<file path="src/ccr_pkg.sv">
`timescale 1ns / 1ps
// ----------------------------------------------------------------------------
// ccr_pkg: shared types and constants of the clock replacement cache
// Field widths of the word ports and the mode encoding.
// ----------------------------------------------------------------------------
package ccr_pkg;

  localparam int KeyW = 32;  // key and evicted key width
  localparam int CfgW = 5;   // capacity register width
  localparam int OccW = 5;   // occupancy field width

  typedef enum logic [1:0] {
    ModeGet   = 2'd0,
    ModePut   = 2'd1,
    ModeTick  = 2'd2,
    ModeClear = 2'd3
  } mode_e;

endpackage

</file>
<file path="src/clock_replacement_cache_core.sv">
`timescale 1ns / 1ps
// ----------------------------------------------------------------------------
// clock_replacement_cache_core: fully associative key store with clock
// (second chance) replacement
//
// Usage: present a word (mode_i, key_i) on the input channel; one result word
// (hit_o, evicted_o, evicted_key_o, occupancy_o) comes back per input word.
// Modes: get marks a hit used; put marks a hit used, fills the lowest free
// slot below capacity, or sweeps the clock hand to evict a victim; tick runs
// the hand up to the first unused slot; clear empties the store.
// Keys live in a RAM and are compared one slot per cycle by one comparator;
// the hand sweep also visits one slot per cycle.
// One word is worked on at a time; in_ready_o is high only when the
// sequencer is idle, so a new word is taken only after the last one has
// left the sequencer. The result sits in an output register, so the next
// word is taken while a stalled result still waits; a second finished
// result holds until the receiver drains the first. Reset empties the
// store, zeroes the hand and sets capacity to 16; the user must write the
// capacity register only while idle; the block itself does not enforce it.
// ----------------------------------------------------------------------------
module clock_replacement_cache_core
  import ccr_pkg::*;
#(
  parameter int SLOTS = 16
) (
  input  logic            clk_i,
  input  logic            rst_ni,
  // configuration
  input  logic            cfg_we_i,
  input  logic [CfgW-1:0] cfg_data_i,
  // input channel
  input  logic            in_valid_i,
  output logic            in_ready_o,
  input  logic [1:0]      mode_i,
  input  logic [KeyW-1:0] key_i,
  // output channel
  output logic            out_valid_o,
  input  logic            out_ready_i,
  output logic            hit_o,
  output logic            evicted_o,
  output logic [KeyW-1:0] evicted_key_o,
  output logic [OccW-1:0] occupancy_o
);

  localparam int IdxW = $clog2(SLOTS);
  localparam int CntW = $clog2(SLOTS + 1);
  localparam int CmpW = (CntW > CfgW) ? CntW : CfgW;
  localparam logic [IdxW-1:0] LastIdx = IdxW'(SLOTS - 1);

  // sequencer states
  localparam logic [2:0] StIdle   = 3'd0;
  localparam logic [2:0] StLookup = 3'd1;
  localparam logic [2:0] StSweep  = 3'd2;
  localparam logic [2:0] StEvict  = 3'd3;
  localparam logic [2:0] StResp   = 3'd4;

  logic [2:0]       state_q, state_d;
  logic [SLOTS-1:0] valid_q, valid_d;
  logic [SLOTS-1:0] use_q, use_d;
  logic [IdxW-1:0]  hand_q, hand_d;
  logic [CntW-1:0]  cnt_q, cnt_d;
  logic [CfgW-1:0]  cap_q, cap_d;

  // lookup scan: issue side and compare side of the RAM read
  logic [IdxW-1:0]  scan_q, scan_d;
  logic             issue_q, issue_d;
  logic             cmp_vld_q, cmp_vld_d;
  logic [IdxW-1:0]  cmp_idx_q, cmp_idx_d;
  logic             free_fnd_q, free_fnd_d;
  logic [IdxW-1:0]  free_idx_q, free_idx_d;

  // latched input word
  mode_e            mode_q, mode_d;
  logic [KeyW-1:0]  key_q, key_d;

  // pending result and output register
  logic             res_hit_q, res_hit_d;
  logic             res_ev_q, res_ev_d;
  logic [KeyW-1:0]  res_evk_q, res_evk_d;
  logic             out_valid_q, out_valid_d;
  logic             out_hit_q, out_ev_q;
  logic [KeyW-1:0]  out_evk_q;
  logic [OccW-1:0]  out_occ_q;
  logic             out_load;

  // key RAM
  logic             ram_we;
  logic [IdxW-1:0]  ram_waddr, ram_raddr;
  logic [KeyW-1:0]  ram_wdata, ram_rdata;

  logic             hit_now;
  logic [IdxW-1:0]  free_sel;
  logic [IdxW-1:0]  hand_next;
  logic [CmpW-1:0]  cap_ext, eff_cap, cnt_ext;

  ccr_ram #(
    .Width (KeyW),
    .Depth (SLOTS)
  ) u_key_ram (
    .clk_i   (clk_i),
    .we_i    (ram_we),
    .waddr_i (ram_waddr),
    .wdata_i (ram_wdata),
    .raddr_i (ram_raddr),
    .rdata_o (ram_rdata)
  );

  // Effective capacity: zero acts as one, anything above SLOTS saturates.
  assign cap_ext = CmpW'(cap_q);
  assign cnt_ext = CmpW'(cnt_q);
  always_comb begin
    if (cap_q == '0) begin
      eff_cap = CmpW'(1);
    end else if (cap_ext > CmpW'(SLOTS)) begin
      eff_cap = CmpW'(SLOTS);
    end else begin
      eff_cap = cap_ext;
    end
  end

  assign hand_next = (hand_q == LastIdx) ? '0 : hand_q + 1'b1;
  // the one shared comparator: slot key read last cycle against the key
  assign hit_now   = cmp_vld_q && valid_q[cmp_idx_q] && (ram_rdata == key_q);
  // lowest free slot; when none was seen earlier the last slot is the free one
  assign free_sel  = free_fnd_q ? free_idx_q : cmp_idx_q;
  assign ram_raddr = (state_q == StLookup) ? scan_q : hand_q;

  assign cap_d = cfg_we_i ? cfg_data_i : cap_q;

  always_comb begin
    state_d    = state_q;
    valid_d    = valid_q;
    use_d      = use_q;
    hand_d     = hand_q;
    cnt_d      = cnt_q;
    scan_d     = scan_q;
    issue_d    = issue_q;
    cmp_vld_d  = cmp_vld_q;
    cmp_idx_d  = cmp_idx_q;
    free_fnd_d = free_fnd_q;
    free_idx_d = free_idx_q;
    mode_d     = mode_q;
    key_d      = key_q;
    res_hit_d  = res_hit_q;
    res_ev_d   = res_ev_q;
    res_evk_d  = res_evk_q;
    ram_we     = 1'b0;
    ram_waddr  = hand_q;
    ram_wdata  = key_q;
    out_load   = 1'b0;

    case (state_q)
      StIdle: begin
        if (in_valid_i) begin
          mode_d    = mode_e'(mode_i);
          key_d     = key_i;
          res_hit_d = 1'b0;
          res_ev_d  = 1'b0;
          res_evk_d = '0;
          case (mode_e'(mode_i))
            ModeClear: begin
              valid_d = '0;
              use_d   = '0;
              hand_d  = '0;
              cnt_d   = '0;
              state_d = StResp;
            end
            ModeTick: begin
              // empty store: nothing to sweep
              state_d = (cnt_q == '0) ? StResp : StSweep;
            end
            default: begin
              scan_d     = '0;
              issue_d    = 1'b1;
              cmp_vld_d  = 1'b0;
              free_fnd_d = 1'b0;
              state_d    = StLookup;
            end
          endcase
        end
      end

      StLookup: begin
        // issue one RAM read per cycle, compare it the cycle after
        cmp_vld_d = issue_q;
        cmp_idx_d = scan_q;
        if (issue_q) begin
          if (scan_q == LastIdx) begin
            issue_d = 1'b0;
          end else begin
            scan_d = scan_q + 1'b1;
          end
        end
        if (cmp_vld_q) begin
          if (!valid_q[cmp_idx_q] && !free_fnd_q) begin
            free_fnd_d = 1'b1;
            free_idx_d = cmp_idx_q;
          end
          if (hit_now) begin
            use_d[cmp_idx_q] = 1'b1;
            res_hit_d        = 1'b1;
            state_d          = StResp;
          end else if (cmp_idx_q == LastIdx) begin
            if (mode_q == ModePut) begin
              if (cnt_ext < eff_cap) begin
                // fill the lowest free slot
                ram_we          = 1'b1;
                ram_waddr       = free_sel;
                valid_d[free_sel] = 1'b1;
                use_d[free_sel] = 1'b1;
                cnt_d           = cnt_q + 1'b1;
                state_d         = StResp;
              end else begin
                state_d = StSweep;
              end
            end else begin
              state_d = StResp;
            end
          end
        end
      end

      StSweep: begin
        // one slot per cycle: stop on a valid unused slot, else clear and advance
        if (valid_q[hand_q] && !use_q[hand_q]) begin
          state_d = (mode_q == ModePut) ? StEvict : StResp;
        end else begin
          if (valid_q[hand_q]) begin
            use_d[hand_q] = 1'b0;
          end
          hand_d = hand_next;
        end
      end

      StEvict: begin
        // victim key was read at the hand last cycle; replace it
        res_ev_d      = 1'b1;
        res_evk_d     = ram_rdata;
        ram_we        = 1'b1;
        ram_waddr     = hand_q;
        use_d[hand_q] = 1'b1;
        hand_d        = hand_next;
        state_d       = StResp;
      end

      StResp: begin
        // hold until the output register is free
        if (!out_valid_q || out_ready_i) begin
          out_load = 1'b1;
          state_d  = StIdle;
        end
      end

      default: begin
        state_d = StIdle;
      end
    endcase
  end

  always_comb begin
    if (out_load) begin
      out_valid_d = 1'b1;
    end else if (out_ready_i) begin
      out_valid_d = 1'b0;
    end else begin
      out_valid_d = out_valid_q;
    end
  end

  // control state
  always_ff @(posedge clk_i or negedge rst_ni) begin
    if (!rst_ni) begin
      state_q     <= StIdle;
      valid_q     <= '0;
      use_q       <= '0;
      hand_q      <= '0;
      cnt_q       <= '0;
      cap_q       <= CfgW'(16);
      scan_q      <= '0;
      issue_q     <= 1'b0;
      cmp_vld_q   <= 1'b0;
      free_fnd_q  <= 1'b0;
      out_valid_q <= 1'b0;
    end else begin
      state_q     <= state_d;
      valid_q     <= valid_d;
      use_q       <= use_d;
      hand_q      <= hand_d;
      cnt_q       <= cnt_d;
      cap_q       <= cap_d;
      scan_q      <= scan_d;
      issue_q     <= issue_d;
      cmp_vld_q   <= cmp_vld_d;
      free_fnd_q  <= free_fnd_d;
      out_valid_q <= out_valid_d;
    end
  end

  // payload
  always_ff @(posedge clk_i) begin
    mode_q     <= mode_d;
    key_q      <= key_d;
    cmp_idx_q  <= cmp_idx_d;
    free_idx_q <= free_idx_d;
    res_hit_q  <= res_hit_d;
    res_ev_q   <= res_ev_d;
    res_evk_q  <= res_evk_d;
    if (out_load) begin
      out_hit_q <= res_hit_q;
      out_ev_q  <= res_ev_q;
      out_evk_q <= res_evk_q;
      out_occ_q <= OccW'(cnt_q);
    end
  end

  assign in_ready_o    = (state_q == StIdle);
  assign out_valid_o   = out_valid_q;
  assign hit_o         = out_hit_q;
  assign evicted_o     = out_ev_q;
  assign evicted_key_o = out_evk_q;
  assign occupancy_o   = out_occ_q;

endmodule

</file>
<file path="src/ccr_ram.sv">
`timescale 1ns / 1ps
// ----------------------------------------------------------------------------
// ccr_ram: generic single write, single read RAM
// One write port and one read port with registered read data.
// ----------------------------------------------------------------------------
module ccr_ram #(
  parameter int Width = 32,
  parameter int Depth = 16
) (
  input  logic                     clk_i,
  input  logic                     we_i,
  input  logic [$clog2(Depth)-1:0] waddr_i,
  input  logic [Width-1:0]         wdata_i,
  input  logic [$clog2(Depth)-1:0] raddr_i,
  output logic [Width-1:0]         rdata_o
);

  logic [Width-1:0] mem_q [Depth];
  logic [Width-1:0] rdata_q;

  always_ff @(posedge clk_i) begin
    if (we_i) begin
      mem_q[waddr_i] <= wdata_i;
    end
    rdata_q <= mem_q[raddr_i];
  end

  assign rdata_o = rdata_q;

endmodule

</file>
<file path="config.mk">
export PLATFORM = sky130hd
export DESIGN_NAME = clock_replacement_cache_core
export DESIGN_NICKNAME = d
export VERILOG_FILES = /design/src/ccr_pkg.sv /design/src/clock_replacement_cache_core.sv /design/src/ccr_ram.sv
export SDC_FILE = /design/constraint.sdc
export NUM_CORES = 1
export LEC_CHECK = 0
export ABC_AREA = 0
export BUFFER_PORTS_ARGS = -buffer_cell sky130_fd_sc_hd__buf_2
export CAP_MARGIN = 20
export CORE_MARGIN = 8
export CORE_UTILIZATION = 46
export DETAILED_ROUTE_END_ITERATION = 6
export GPL_ROUTABILITY_DRIVEN = 1
export HOLD_SLACK_MARGIN = 0.15
export PLACE_DENSITY = 0.71
export SLEW_MARGIN = 10
export SYNTH_ARGS = -nofsm -noshare
export SYNTH_HDL_FRONTEND = slang
export SYNTH_SLANG_ARGS = --single-unit
</file>
<file path="constraint.sdc">
create_clock -name clk_i -period 7.2 [get_ports clk_i]
set_input_delay 1.44 -clock clk_i [delete_from_list [all_inputs] [get_ports clk_i]]
set_output_delay 1.44 -clock clk_i [all_outputs]
set_load 0.05 [all_outputs]
</file>
==> After elaboration in Yosys (flattened, before gate mapping) <==
Memories as Yosys holds them, arrays and structs flattened. A register that Yosys moved wholly into a read port is not among the register bits.
Cells that the tools add are included.
{ "word_totals": {"register_bits": 172, "ramBits": 512, "inputBits": 44, "mem_count": 1} }
{ "classes": {"n_addsub": 3, "magnitude_cmp": 8, "eq_ne": 30, "muxes": 98, "bitwise_logic": 6, "reduce_logical": 32} }
{ "mem_list": {"columns": ["name", "depth", "word_bits", "read_ports", "rd_ports_with_merged_regs", "write_ports", "line_no", "text"], "rows": [
  ["u_key_ram.mem_q", 16, 32, 1, 1, 1, "ccr_ram.sv:18", "logic [Width-1:0] mem_q [Depth];"]
]} }
{ "ops": {"columns": ["op", "count"], "rows": [
  ["2-to-1 mux 16 bit", 14],
  ["2-to-1 mux 4 bit", 16],
  ["bitwise OR 16 bit", 4],
  ["case mux 16 bit (4 select lines)", 1],
  ["case mux 32 bit (2 select lines)", 1],
  ["2-to-1 mux 5 bit", 9],
  ["equality test 32 bit", 1],
  ["2-to-1 mux 32 bit", 1],
  ["case mux 16 bit (2 select lines)", 1],
  ["2-to-1 mux 3 bit", 10],
  ["2-to-1 mux 1 bit", 28],
  ["inequality test 2 bit, second input constant", 11],
  ["AND 16 bit", 1],
  ["NOT 16 bit", 1],
  ["less-than comparator 4 x 5 -> 1 bit, second input constant", 3],
  ["case mux 3 bit (5 select lines)", 1],
  ["AND reduction 5 bit", 3],
  ["binary-select mux 1 bit (select 4 bit)", 3],
  ["demux 1 bit (select 4 bit)", 3],
  ["equality test 4 bit, second input constant", 3],
  [">= comparator 4 x 1 -> 1 bit, second input constant", 3],
  ["case mux 1 bit (2 select lines)", 6],
  ["case mux 4 bit (3 select lines)", 1],
  ["zero test 5 bit", 2],
  ["27 further kinds", 50]
]} }

==> Longest topological paths before layout <==
Gate-level depths: netlist of run 1.
{ "depth": {"ltp_word": 12, "mapped_depth": 12} }

==> Modules after synthesis <==
From an unflattened synthesis of run 1, not the netlist that was laid out.
{ "hier_totals": {"cells_unflattened": 1511, "area_unflattened_um2": 27961.8} }
{ "modules_own_cells": {"columns": ["module", "instances", "cells_each", "area_each_um2"], "rows": [
  ["ccr_ram", 1, 838, 19836.5],
  ["clock_replacement_cache_core", 1, 673, 8125.3]
]} }

==> Worst setup path before layout of run 1 <==
No wires, ideal clock.
{ "synth_path": {"kind": "reg2reg", "start": "register cmp_idx_q[0]", "end": "memory u_key_ram.mem_q[4][0] (enable)", "arrival_time_ns": 4.869, "required_ns": 6.728, "slack_ns": 1.859, "stages_incl_launch_ff": 10, "n_path_buf": 3, "period_less_slack_ns": 5.341, "path_cell_list": "edfxtp_1 -> mux4_1 -> a22oi_2 -> nand3_2 -> or4b_1 -> buf_4 -> or4b_1 -> clkbuf_1 -> clkbuf_1 -> o32ai_1"} }
{ "synth_between": {"elab_chain_len": 9} }
{ "synth_lines": {"columns": ["element", "line_no", "text"], "rows": [
  ["from (decl)", "clock_replacement_cache_core.sv:68", "logic [IdxW-1:0] cmp_idx_q, cmp_idx_d;"],
  ["from (signal assigned)", "clock_replacement_cache_core.sv:303", "cmp_idx_q <= cmp_idx_d;"],
  ["binary-select mux 1 bit (select 4 bit)", "clock_replacement_cache_core.sv:123", "assign hit_now = cmp_vld_q && valid_q[cmp_idx_q] && (ram_rdata == key_q);"],
  ["2-to-1 mux 1 bit (implied by the code)", "clock_replacement_cache_core.sv:123", null],
  ["logical AND 1 bit (2 in series)", "clock_replacement_cache_core.sv:123", null],
  ["2-to-1 mux 1 bit", "clock_replacement_cache_core.sv:199", "if (hit_now) begin"],
  ["2-to-1 mux 1 bit", "clock_replacement_cache_core.sv:194", "if (cmp_vld_q) begin"],
  ["case mux 1 bit (2 select lines)", "clock_replacement_cache_core.sv:152", "case (state_q)"],
  ["2-to-1 mux 1 bit", "ccr_ram.sv:22", "if (we_i) begin"],
  ["2-to-1 mux 1 bit (implied by the code)", "ccr_ram.sv:23", "mem_q[waddr_i] <= wdata_i;"],
  ["to (decl)", "ccr_ram.sv:18", null]
]} }
Several ways; a longest one is shown, not always the timed one. The select of a mux whose other input is x is not followed.

==> Worst setup path in the final report of run 1 <==
{ "layout_path": {"start": "register cmp_idx_q[0]", "end": "memory u_key_ram.mem_q[3][10] (enable)"} }
Same word-level chain as after synthesis.

==> metrics.yaml, run 1 <==
placement:
  place.port_buffers: 84
  place.gp.congestion: 0.905
  hpwl_um: 38200
  placed_cell_area_um2: 30100
sta:
  period_share_pct: 66.5
  clock_skew_ns: 0.0243
  worst_pin_slew_ns: 1.08
  slew_viol_final: 0
  tns_ns: 0
  relSlewSlack_pct: 28.2
  setup_viol_count_final: 0
  fmax_mhz: 209
  final-hold-violation-count: 0
  period_minus_slack_ns: 4.79
  rsz0062_at_grt: "false"
  hold_slack_ns: 0.418
critical_path:
  end_kind: "register"
  start_kind: "register"
  cp_slowest_cell: "o32ai_4"
  crit_path_max_fanout: 24
  cp.required_ns: 7.50
  worst_path_largest_cell_delay_ns: 0.93
  crit_top_cell: "or4b_1"
  cp.arrival_ns: 5.09
  crit_chain: "mux4_1, a22oi_2, nand3_2, or4b_1, buf_4, or4b_1, buf_8, o32ai_4, buf_12"
  worstSetupPathType: "reg2reg"
clocking:
  ctsHoldBuffers: 0
  post-cts-setup-buffers: 0
  cts_sinks: 716
  cts_resized: 0
  numCtsBuffers: 71
  clkTransAtPathRegs_ns: 0.06
  htreeDepth: 3
  cts-root-buf: "clkbuf_16"
  clkLatencyLatePin_ns: 0.62
  cts_tree: "yes"
  cts_max_path_buffers: 3
route:
  wl_um: 67300
  drt-initial-drc-count: 1729
  antenna_left: 0
  via_per_inst: 6.12
  routed.top_layer: "met4"
  dr_wl_met3_um: 5930
  route.detailed.drc: 0
  dr_total_vias: 15648
  drt-wirelength-per-cell_um: 26.4
  firstDrtPassIters: 6
  wl_met1_um: 27100
  dr_wl_met2_um: 32300
grt:
  antenna_found_initial: 0
  overflow: 0
  grt_pass1_vias: 15897
  grt_usage_pct: 19.0
  grt_max_degree: 129
  grt_pass1_wl_um: 99900
cells_and_area:
  drive_gt1_share_pct: 23.3
  area_growth_pct: 14.8
  postLayoutCellArea_um2: 32600
  post-route-util_pct: 53.1
  antenna_cells: 0
  nNetsFinal: 1761
synthesis:
  synth_nets: 1657
  postSynthCellCount: 1602
  synth_edf_count: 627
  synthFlopType: "edfxtp_1"
  syn_avg_cell_area_um2: 17.7
  yosysWarningCount: 0
  synth_cell_type_count: 64
  ys_seq_area_share_pct: 73.6
  synth_area_um2: 28400
  async_flop_share_pct: 7.96
  synth_seq_cells: 716
floorplanning:
  design.core.area_um2: 61400
  die_area_um2: 69900
  initial_utilization_pct: 46.3
  die_w_um: 264
  ioPinCount: 85
  fp.dieH_um: 264
  fp-row-count: 91
pwr:
  cellLeakagePower_nw: 11.2
  irDropWorstVdd_uv: 319
  finalPower_mw: 12.2
  power.density_nw_per_um2: 374
run:
  drv_cap: 0
outcome:
  run_status: "completed"
worst_hold_path:
  hp-class: "reg2reg"
layout by cell type (no fill, tap or decap), types with 17 or more instances in the layout:
cell and n:
buf_2 84, nor2_1 44, and3_1 37, buf_4 25, a31oi_1 42, dfrtp_1 56, xor2_1 33, o21ai_0 25
clkbuf_16 74, mux4_2 139, a211oi_1 33, and2_1 36, nand2_1 138, edfxtp_1 627, a21oi_1 34, clkbuf_1 17
dfxtp_1 32, nand3_1 17
metrics by stage:
stage | setup WS (ns) | instances
5_1_grt | 2.27 | 2555
6_report | 2.41 | 2555
3_5_place_dp | 2.45 | 2421
4_1_cts | 2.43 | 2553
2_1_floorplan | 1.86 | 1602
3_3_place_gp | 2.26 | 2416
kinds of logic (layout without fill, tap and decap cells):
group,Yosys count,count (layout),synth area share [%]
flip-flops,716,716,73.6
AND/OR/NAND/NOR,342,342,5.91
AO/OA/AOI/OAI,227,227,5.34
multiplexers,163,163,12.0
buffers and inverters,108,271,1.59
XOR/XNOR,35,35,1.08
adder cells (fa/ha/maj),11,11,0.485
sequential cells by signal, summed over array words and instances, names as in the netlist, 4 cells and up:
register / flops
key_q: 32
cap_ext: 5
valid_q: 16
res_evk_q: 32
hand_q: 4
u_key_ram.rdata_o: 32
scan_q: 4
u_key_ram.mem_q: 512
use_q: 16
cmp_idx_q: 4
occupancy_o: 5
cnt_ext: 5
free_idx_q: 4
evicted_key_o: 32
area by class of cell:
type / count / area [um^2]
tap: 790 / 988
inverter: 19 / 71.3
multi-input combinational: 778 / 7330
timing repair buffer: 120 / 823
clock inverter: 31 / 414
clock buffer: 101 / 2050
sequential: 716 / 20900
fill: 4749 / 28800
path summary, 6_finish.rpt:
check | startpoint | endpoint | slack, ns | depth (start not counted)
worst min register to register | res_ev_q$_DFFE_PP_ | evicted_o$_DFFE_PP_ | 0.42 | 0
worst max-delay path | cmp_idx_q[0]$_DFFE_PP_ | u_key_ram.mem_q[3][10]$_DFFE_PP_ | 2.41 | 9
worst min-delay path | res_ev_q$_DFFE_PP_ | evicted_o$_DFFE_PP_ | 0.42 | 0
worst max register to register | cmp_idx_q[0]$_DFFE_PP_ | u_key_ram.mem_q[3][10]$_DFFE_PP_ | 2.41 | 9
min in group asynchronous | rst_ni | scan_q[2]$_DFFE_PN0P_ | 0.99 | 2
max in group asynchronous | rst_ni | cap_ext[2]$_DFFE_PN0P_ | 5.67 | 2
per-layer routing:
layer  GRT usage [%]  vias up
li1                -     6639
met4            6.56        0
met5               0        -
met3            3.94      137
met1            25.5     8061
met2            30.8      811
worst max-delay path: cells and delay by family (launching register included):
family                 cells  cell delay, ns
AOI/OAI and AO/OA          2            1.10
muxes                      1            0.64
buffers and inverters      3            0.88
and+or+nand+nor            3            1.13
DFF                        1            0.69
cell usage after synthesis (all sizes together), types with 3 or more instances:
cell | count | area, um^2
and2 | 40 | 250
nor2b | 9 | 56.3
nand3 | 18 | 95.1
mux2 | 10 | 113
xor2 | 33 | 289
o32ai | 9 | 78.8
a21o | 5 | 37.5
a31oi | 42 | 263
a221oi | 9 | 78.8
nand2b | 5 | 31.3
mux2i | 13 | 130
nor2 | 45 | 169
a22oi | 7 | 57.6
or4b | 3 | 30.0
and3 | 38 | 238
inv | 16 | 60.1
o31ai | 15 | 113
nand2 | 140 | 526
clkinv | 3 | 11.3
o22ai | 6 | 37.5
nor4b | 3 | 32.5
a22o | 3 | 26.3
dfxtp | 32 | 641
ha | 11 | 138
nand4 | 6 | 37.5
a21oi | 36 | 180
o21ai | 39 | 195
a211oi | 33 | 248
nor4 | 14 | 87.6
nor3 | 15 | 75.1
dfrtp | 56 | 1400
mux4 | 140 | 3160
clkbuf | 53 | 200
edfxtp | 627 | 18800
buf | 36 | 180
o41ai | 3 | 26.3
o211ai | 4 | 30.0
report_power, final:
group          leakage, nW  internal [mW]  total (mW)  switching, mW
Combinational         3.24           1.08        2.82           1.73
Clock                 1.21           2.30        3.84           1.54
Sequential            6.73           5.11        5.54          0.433
Total                 11.2           8.49        12.2           3.71
(Power assumes the default switching activity.)
==> run 2, diff against run 1 <==
--- a/config.mk
+++ b/config.mk
@@ -13,7 +13,7 @@
 export DETAILED_ROUTE_END_ITERATION = 6
 export GPL_ROUTABILITY_DRIVEN = 1
 export HOLD_SLACK_MARGIN = 0.15
-export PLACE_DENSITY = 0.71
+export PLACE_DENSITY = 0.73
 export SLEW_MARGIN = 10
 export SYNTH_ARGS = -nofsm -noshare
 export SYNTH_HDL_FRONTEND = slang
==> constraint.sdc (replaced) <==
create_clock -name clk_i -period 4.1 [get_ports clk_i]
set_input_delay 0.82 -clock clk_i [delete_from_list [all_inputs] [get_ports clk_i]]
set_output_delay 0.82 -clock clk_i [all_outputs]
set_load 0.05 [all_outputs]
==> metrics.yaml, run 2 (synthesis gave the netlist of run 1 again) <==
outcome:
  run_status: "completed"
sta:
  fin_ws_ns: 0.265
  setup_viol_count_final: 0
  final-hold-violation-count: 0
  fmax_mhz: 261
  clock_skew_ns: 0.0328
  period_share_pct: 93.5
  relSlewSlack_pct: 25.6
  rsz0062_at_grt: "false"
  worst_pin_slew_ns: 1.09
  period_minus_slack_ns: 3.84
  slew_viol_final: 0
critical_path:
  worst_path_largest_cell_delay_ns: 0.66
  cp.arrival_ns: 4.18
  cp-startpoint: "key_q[26]$_DFFE_PP_"
  crit_chain: "xor2_1, nor4_1, nand4_1, or4b_1, or4b_1, buf_4, o21ai_0, a22o_2, buf_12"
  r2r-start: "key_q[26]$_DFFE_PP_"
  end_kind: "register"
  crit_top_cell: "or4b_1"
  regToRegEndpoint: "u_key_ram.mem_q[11][23]$_DFFE_PP_"
  r2r_cells: 9
  start_kind: "register"
  crit_path_max_fanout: 32
  path_buf_inv: 2
  worstSetupPathType: "reg2reg"
  reg2reg_slack_ns: 0.26
  cp_top_family: "simple AND/OR/NAND/NOR gates"
  cp.required_ns: 4.44
  cp_slowest_cell: "or4b_1"
worst_hold_path:
  hp-class: "in2reg"
  hold_end: "key_q[27]$_DFFE_PP_"
  worstHoldStart: "key_i[27]"
  hold_depth: 1
clocking:
  cts-root-buf: "clkbuf_16"
  cts_sinks: 716
  cts_resized: 0
  cts_max_path_buffers: 3
  clkLatencyLatePin_ns: 0.62
  htreeDepth: 3
  post-cts-setup-buffers: 0
  ctsHoldBuffers: 0
  cts_tree: "yes"
  numCtsBuffers: 74
  clkTransAtPathRegs_ns: 0.06
pwr:
  power.density_nw_per_um2: 657
  cellLeakagePower_nw: 11.5
  irDropWorstVdd_uv: 400
route:
  dr_wl_met2_um: 34300
  route.detailed.drc: 0
  antenna_left: 0
  dr_total_vias: 16037
  wl_um: 71200
  firstDrtPassIters: 5
  drt-wirelength-per-cell_um: 27.0
  dr_wl_met3_um: 6030
  routed.top_layer: "met4"
  via_per_inst: 6.09
  wl_met1_um: 28200
  drt-initial-drc-count: 1970
grt:
  grt_max_degree: 65
  antenna_found_initial: 2
  overflow: 0
  grt_pass1_wl_um: 105000
  grt_usage_pct: 20.1
  grt_pass1_vias: 16177
floorplanning:
  die_area_um2: 69900
  design.core.area_um2: 61400
  fp-row-count: 91
  fp.dieH_um: 264
  die_w_um: 264
  ioPinCount: 85
  initial_utilization_pct: 46.3
cells_and_area:
  nNetsFinal: 1835
  largest_reg_flops: 512
  drive_gt1_share_pct: 26.1
  mostFrequentLayoutCells: "627 x edfxtp_1, 139 x mux4_2, 138 x nand2_1"
  post-route-util_pct: 54.0
  ff_latch_area_um2: 20900
  nFillCells: 4647
  area_growth_pct: 16.8
  multi_input_area_um2: 7320
  regMostFlops: "u_key_ram.mem_q"
  final_common_cell: "edfxtp_1"
placement:
  hpwl_um: 45300
  place.port_buffers: 84
  dp_slack_ns: 0.397
  place.gp.congestion: 0.938
run:
  drv_cap: 0
## run 2: worst max-delay path by stage
stage	endpoint	slack (ns)	depth (start not counted)
4_1_cts	u_key_ram.mem_q[11][5]$_DFFE_PP_	0.34	9
5_1_grt	u_key_ram.mem_q[11][8]$_DFFE_PP_	0.16	9
3_5_place_dp	u_key_ram.mem_q[11][3]$_DFFE_PP_	0.40	9
6_report	u_key_ram.mem_q[11][23]$_DFFE_PP_	0.26	9
3_3_place_gp	u_key_ram.mem_q[11][1]$_DFFE_PP_	0.52	9
2_1_floorplan	u_key_ram.mem_q[0][0]$_DFFE_PP_	-1.03	8
## run 2: power by group
part | switching, mW | internal [mW]
clock network | 2.76 | 3.81
registers | 0.592 | 8.96
logic | 3.51 | 2.15
## run 2: per-stage QoR
stage | power, mW | hold WS (ns) | TNS (ns) | std cells | cell area [um^2]
6_report | 21.8 | 0.371 | 0 | 2634 | 33200
5_1_grt | 22.6 | 0.358 | 0 | 2632 | 33200
4_1_cts | 21.9 | 0.341 | 0 | 2630 | 33100
3_5_place_dp | 15.3 | 0.406 | 0 | 2492 | 30700
3_3_place_gp | 15.2 | 0.401 | 0 | 2491 | 30700
2_1_floorplan | 13.1 | 0.400 | -99.19 | 1602 | 28500
## run 2: area by class of cell
class                   count  area share, %
well taps                 790           2.98
repair buffers            191           4.53
multi-input cells         778           22.1
inverters                  19          0.215
clock buffers             102           6.12
diodes                      2         0.0151
flip-flops and latches    716           63.0
clock inverters            36           1.05
## run 2: routing by layer
layer  track usage [%]  vias up
met1              26.5     8327
met4              8.07        0
li1                  -     6787
met3              5.00      150
met2              32.1      773
met5                 0        -
==> run 3, diff against run 2 <==
--- a/config.mk
+++ b/config.mk
@@ -13,7 +13,7 @@
 export DETAILED_ROUTE_END_ITERATION = 6
 export GPL_ROUTABILITY_DRIVEN = 1
 export HOLD_SLACK_MARGIN = 0.15
-export PLACE_DENSITY = 0.73
+export PLACE_DENSITY = 0.71
 export SLEW_MARGIN = 10
 export SYNTH_ARGS = -nofsm -noshare
 export SYNTH_HDL_FRONTEND = slang
==> constraint.sdc (replaced) <==
create_clock -name clk_i -period 4.3 [get_ports clk_i]
set_input_delay 0.86 -clock clk_i [delete_from_list [all_inputs] [get_ports clk_i]]
set_output_delay 0.86 -clock clk_i [all_outputs]
set_load 0.05 [all_outputs]
==> metrics.yaml, run 3 (synthesis gave the netlist of run 1 again) <==
outcome:
  run_status: "completed"
sta:
  relSlewSlack_pct: 32.9
  fmax_mhz: 256
  final-hold-violation-count: 0
  clock_skew_ns: 0.0299
  slew_viol_final: 0
  rsz0062_at_grt: "false"
  period_share_pct: 90.8
  setup_viol_count_final: 0
  hold_slack_ns: 0.233
  period_minus_slack_ns: 3.90
  worst_pin_slew_ns: 1.01
clocking:
  cts_sinks: 716
  clkTransAtPathRegs_ns: 0.06
  cts_resized: 0
  post-cts-setup-buffers: 0
  cts_tree: "yes"
  cts_max_path_buffers: 3
  clkLatencyLatePin_ns: 0.62
  cts-root-buf: "clkbuf_16"
  ctsHoldBuffers: 0
  htreeDepth: 3
  numCtsBuffers: 71
route:
  antenna_left: 0
  dr_total_vias: 15630
  firstDrtPassIters: 5
  drt-wirelength-per-cell_um: 26.0
  via_per_inst: 6.02
  route.detailed.drc: 0
  wl_um: 67500
  drt-initial-drc-count: 1530
cells_and_area:
  area_growth_pct: 16.4
  final_common_cell: "edfxtp_1"
  nFillCells: 4681
  nNetsFinal: 1804
  regMostFlops: "u_key_ram.mem_q"
  largest_reg_flops: 512
  mostFrequentLayoutCells: "627 x edfxtp_1, 139 x mux4_2, 138 x nand2_1"
  antenna_cells: 0
  drive_gt1_share_pct: 25.0
pwr:
  switching_share_pct: 30.9
  internal_power_mw: 14.3
  pwr-share-seq_pct: 44.0
  p_clk_share_pct: 30.9
  cellLeakagePower_nw: 11.4
  power.density_nw_per_um2: 628
  irDropWorstVdd_uv: 368
  combPwrFrac_pct: 25.1
  finalPower_mw: 20.8
  p_sw_mw: 6.42
floorplanning:
  fp-row-count: 91
  die_area_um2: 69900
  ioPinCount: 85
  fp.dieH_um: 264
  design.core.area_um2: 61400
  die_w_um: 264
  initial_utilization_pct: 46.3
grt:
  grt_pass1_wl_um: 102000
  grt_usage_pct: 19.1
  antenna_found_initial: 1
  overflow: 0
  grt_max_degree: 79
  grt_pass1_vias: 15937
critical_path:
  end_kind: "register"
  regToRegEndpoint: "use_q[7]$_DFFE_PN0P_"
  cp.arrival_ns: 4.43
  worstSetupPathType: "reg2reg"
  r2r_cells: 8
  reg2reg_slack_ns: 0.40
  r2r-start: "key_q[13]$_DFFE_PP_"
  start_kind: "register"
  crit_path_max_fanout: 23
  cp.required_ns: 4.83
worst_hold_path:
  hp-class: "in2async"
placement:
  place.port_buffers: 84
  place.gp.congestion: 0.879
  hpwl_um: 40800
run:
  drv_cap: 0
[run 3: changes by cell type in the layout (fill, tap and decap cells not counted), sizes merged]
cell | previous run | this run
diode | 2 | 0
bufinv | 5 | 9
dlygate4sd3 | 1 | 0
inv | 20 | 23
clkinv | 28 | 22
clkbuf | 102 | 96
buf | 190 | 161
[run 3: power groups by stage]
stage / logic, mW / registers [mW] / clock network, mW
final: 5.20 / 9.14 / 6.41
after global placement: 5.05 / 9.25 / 0
after global routing: 5.56 / 9.19 / 6.77
after detailed placement: 5.16 / 9.28 / 0
after CTS: 5.19 / 9.15 / 6.52
after floorplan: 3.10 / 9.37 / 0
[run 3: layout make-up]
| cell class | count | area [um^2] | share of cell area (%) |
|---|---|---|---|
| Timing Repair Buffer | 163 | 1350 | 4.08 |
| Sequential cell | 716 | 20900 | 63.2 |
| Clock inverter | 37 | 470 | 1.42 |
| Clock buffer | 94 | 1950 | 5.89 |
| Inverter | 19 | 71.3 | 0.216 |
| Tap cell | 790 | 988 | 2.99 |
| Multi-Input combinational cell | 778 | 7320 | 22.2 |
[run 3: critical path, stage by stage, from the launching register on]
cell and delay (ns):
edfxtp_1 0.76, xor2_1 0.20, nor4_1 0.39, nand3_1 0.23, or4b_1 0.53, buf_4 0.26, a311o_1 0.65, or3_4 0.59
o21ai_1 0.20
[run 3: worst max-delay path by stage]
stage	startpoint	end	slack (ns)	depth (start not counted)
floorplan	cmp_idx_q[0]$_DFFE_PP_	u_key_ram.mem_q[4][0]$_DFFE_PP_	-1.04	9
global placement	cmp_idx_q[0]$_DFFE_PP_	u_key_ram.mem_q[11][27]$_DFFE_PP_	0.61	8
detailed placement	key_q[28]$_DFFE_PP_	use_q[11]$_DFFE_PN0P_	0.45	8
CTS	key_q[28]$_DFFE_PP_	use_q[7]$_DFFE_PN0P_	0.41	8
global route	key_q[31]$_DFFE_PP_	use_q[11]$_DFFE_PN0P_	0.25	8
finish	key_q[13]$_DFFE_PP_	use_q[7]$_DFFE_PN0P_	0.40	8
[run 3: metrics by stage]
stage               setup WS [ns]  util [%]  instance area, um^2  setup TNS (ns)  cells
floorplan                   -1.04         -                28400         -289.40   1602
global placement            0.614      49.8                30500               0   2461
detailed placement          0.447      49.8                30600               0   2462
CTS                         0.412      53.7                33000               0   2593
global route                0.255      53.8                33000               0   2597
finish                      0.397      53.8                33000               0   2597
[run 3: per-layer routing]
| metal | part of all wire, % | up-vias | GRT usage (%) |
|---|---|---|---|
| li1 | - | 6708 | - |
| met1 | 42 | 8092 | 26.0 |
| met2 | 49 | 697 | 31.5 |
| met3 | 6.4 | 133 | 3.37 |
| met4 | 2.6 | 0 | 5.84 |
| met5 | 0 | - | 0 |
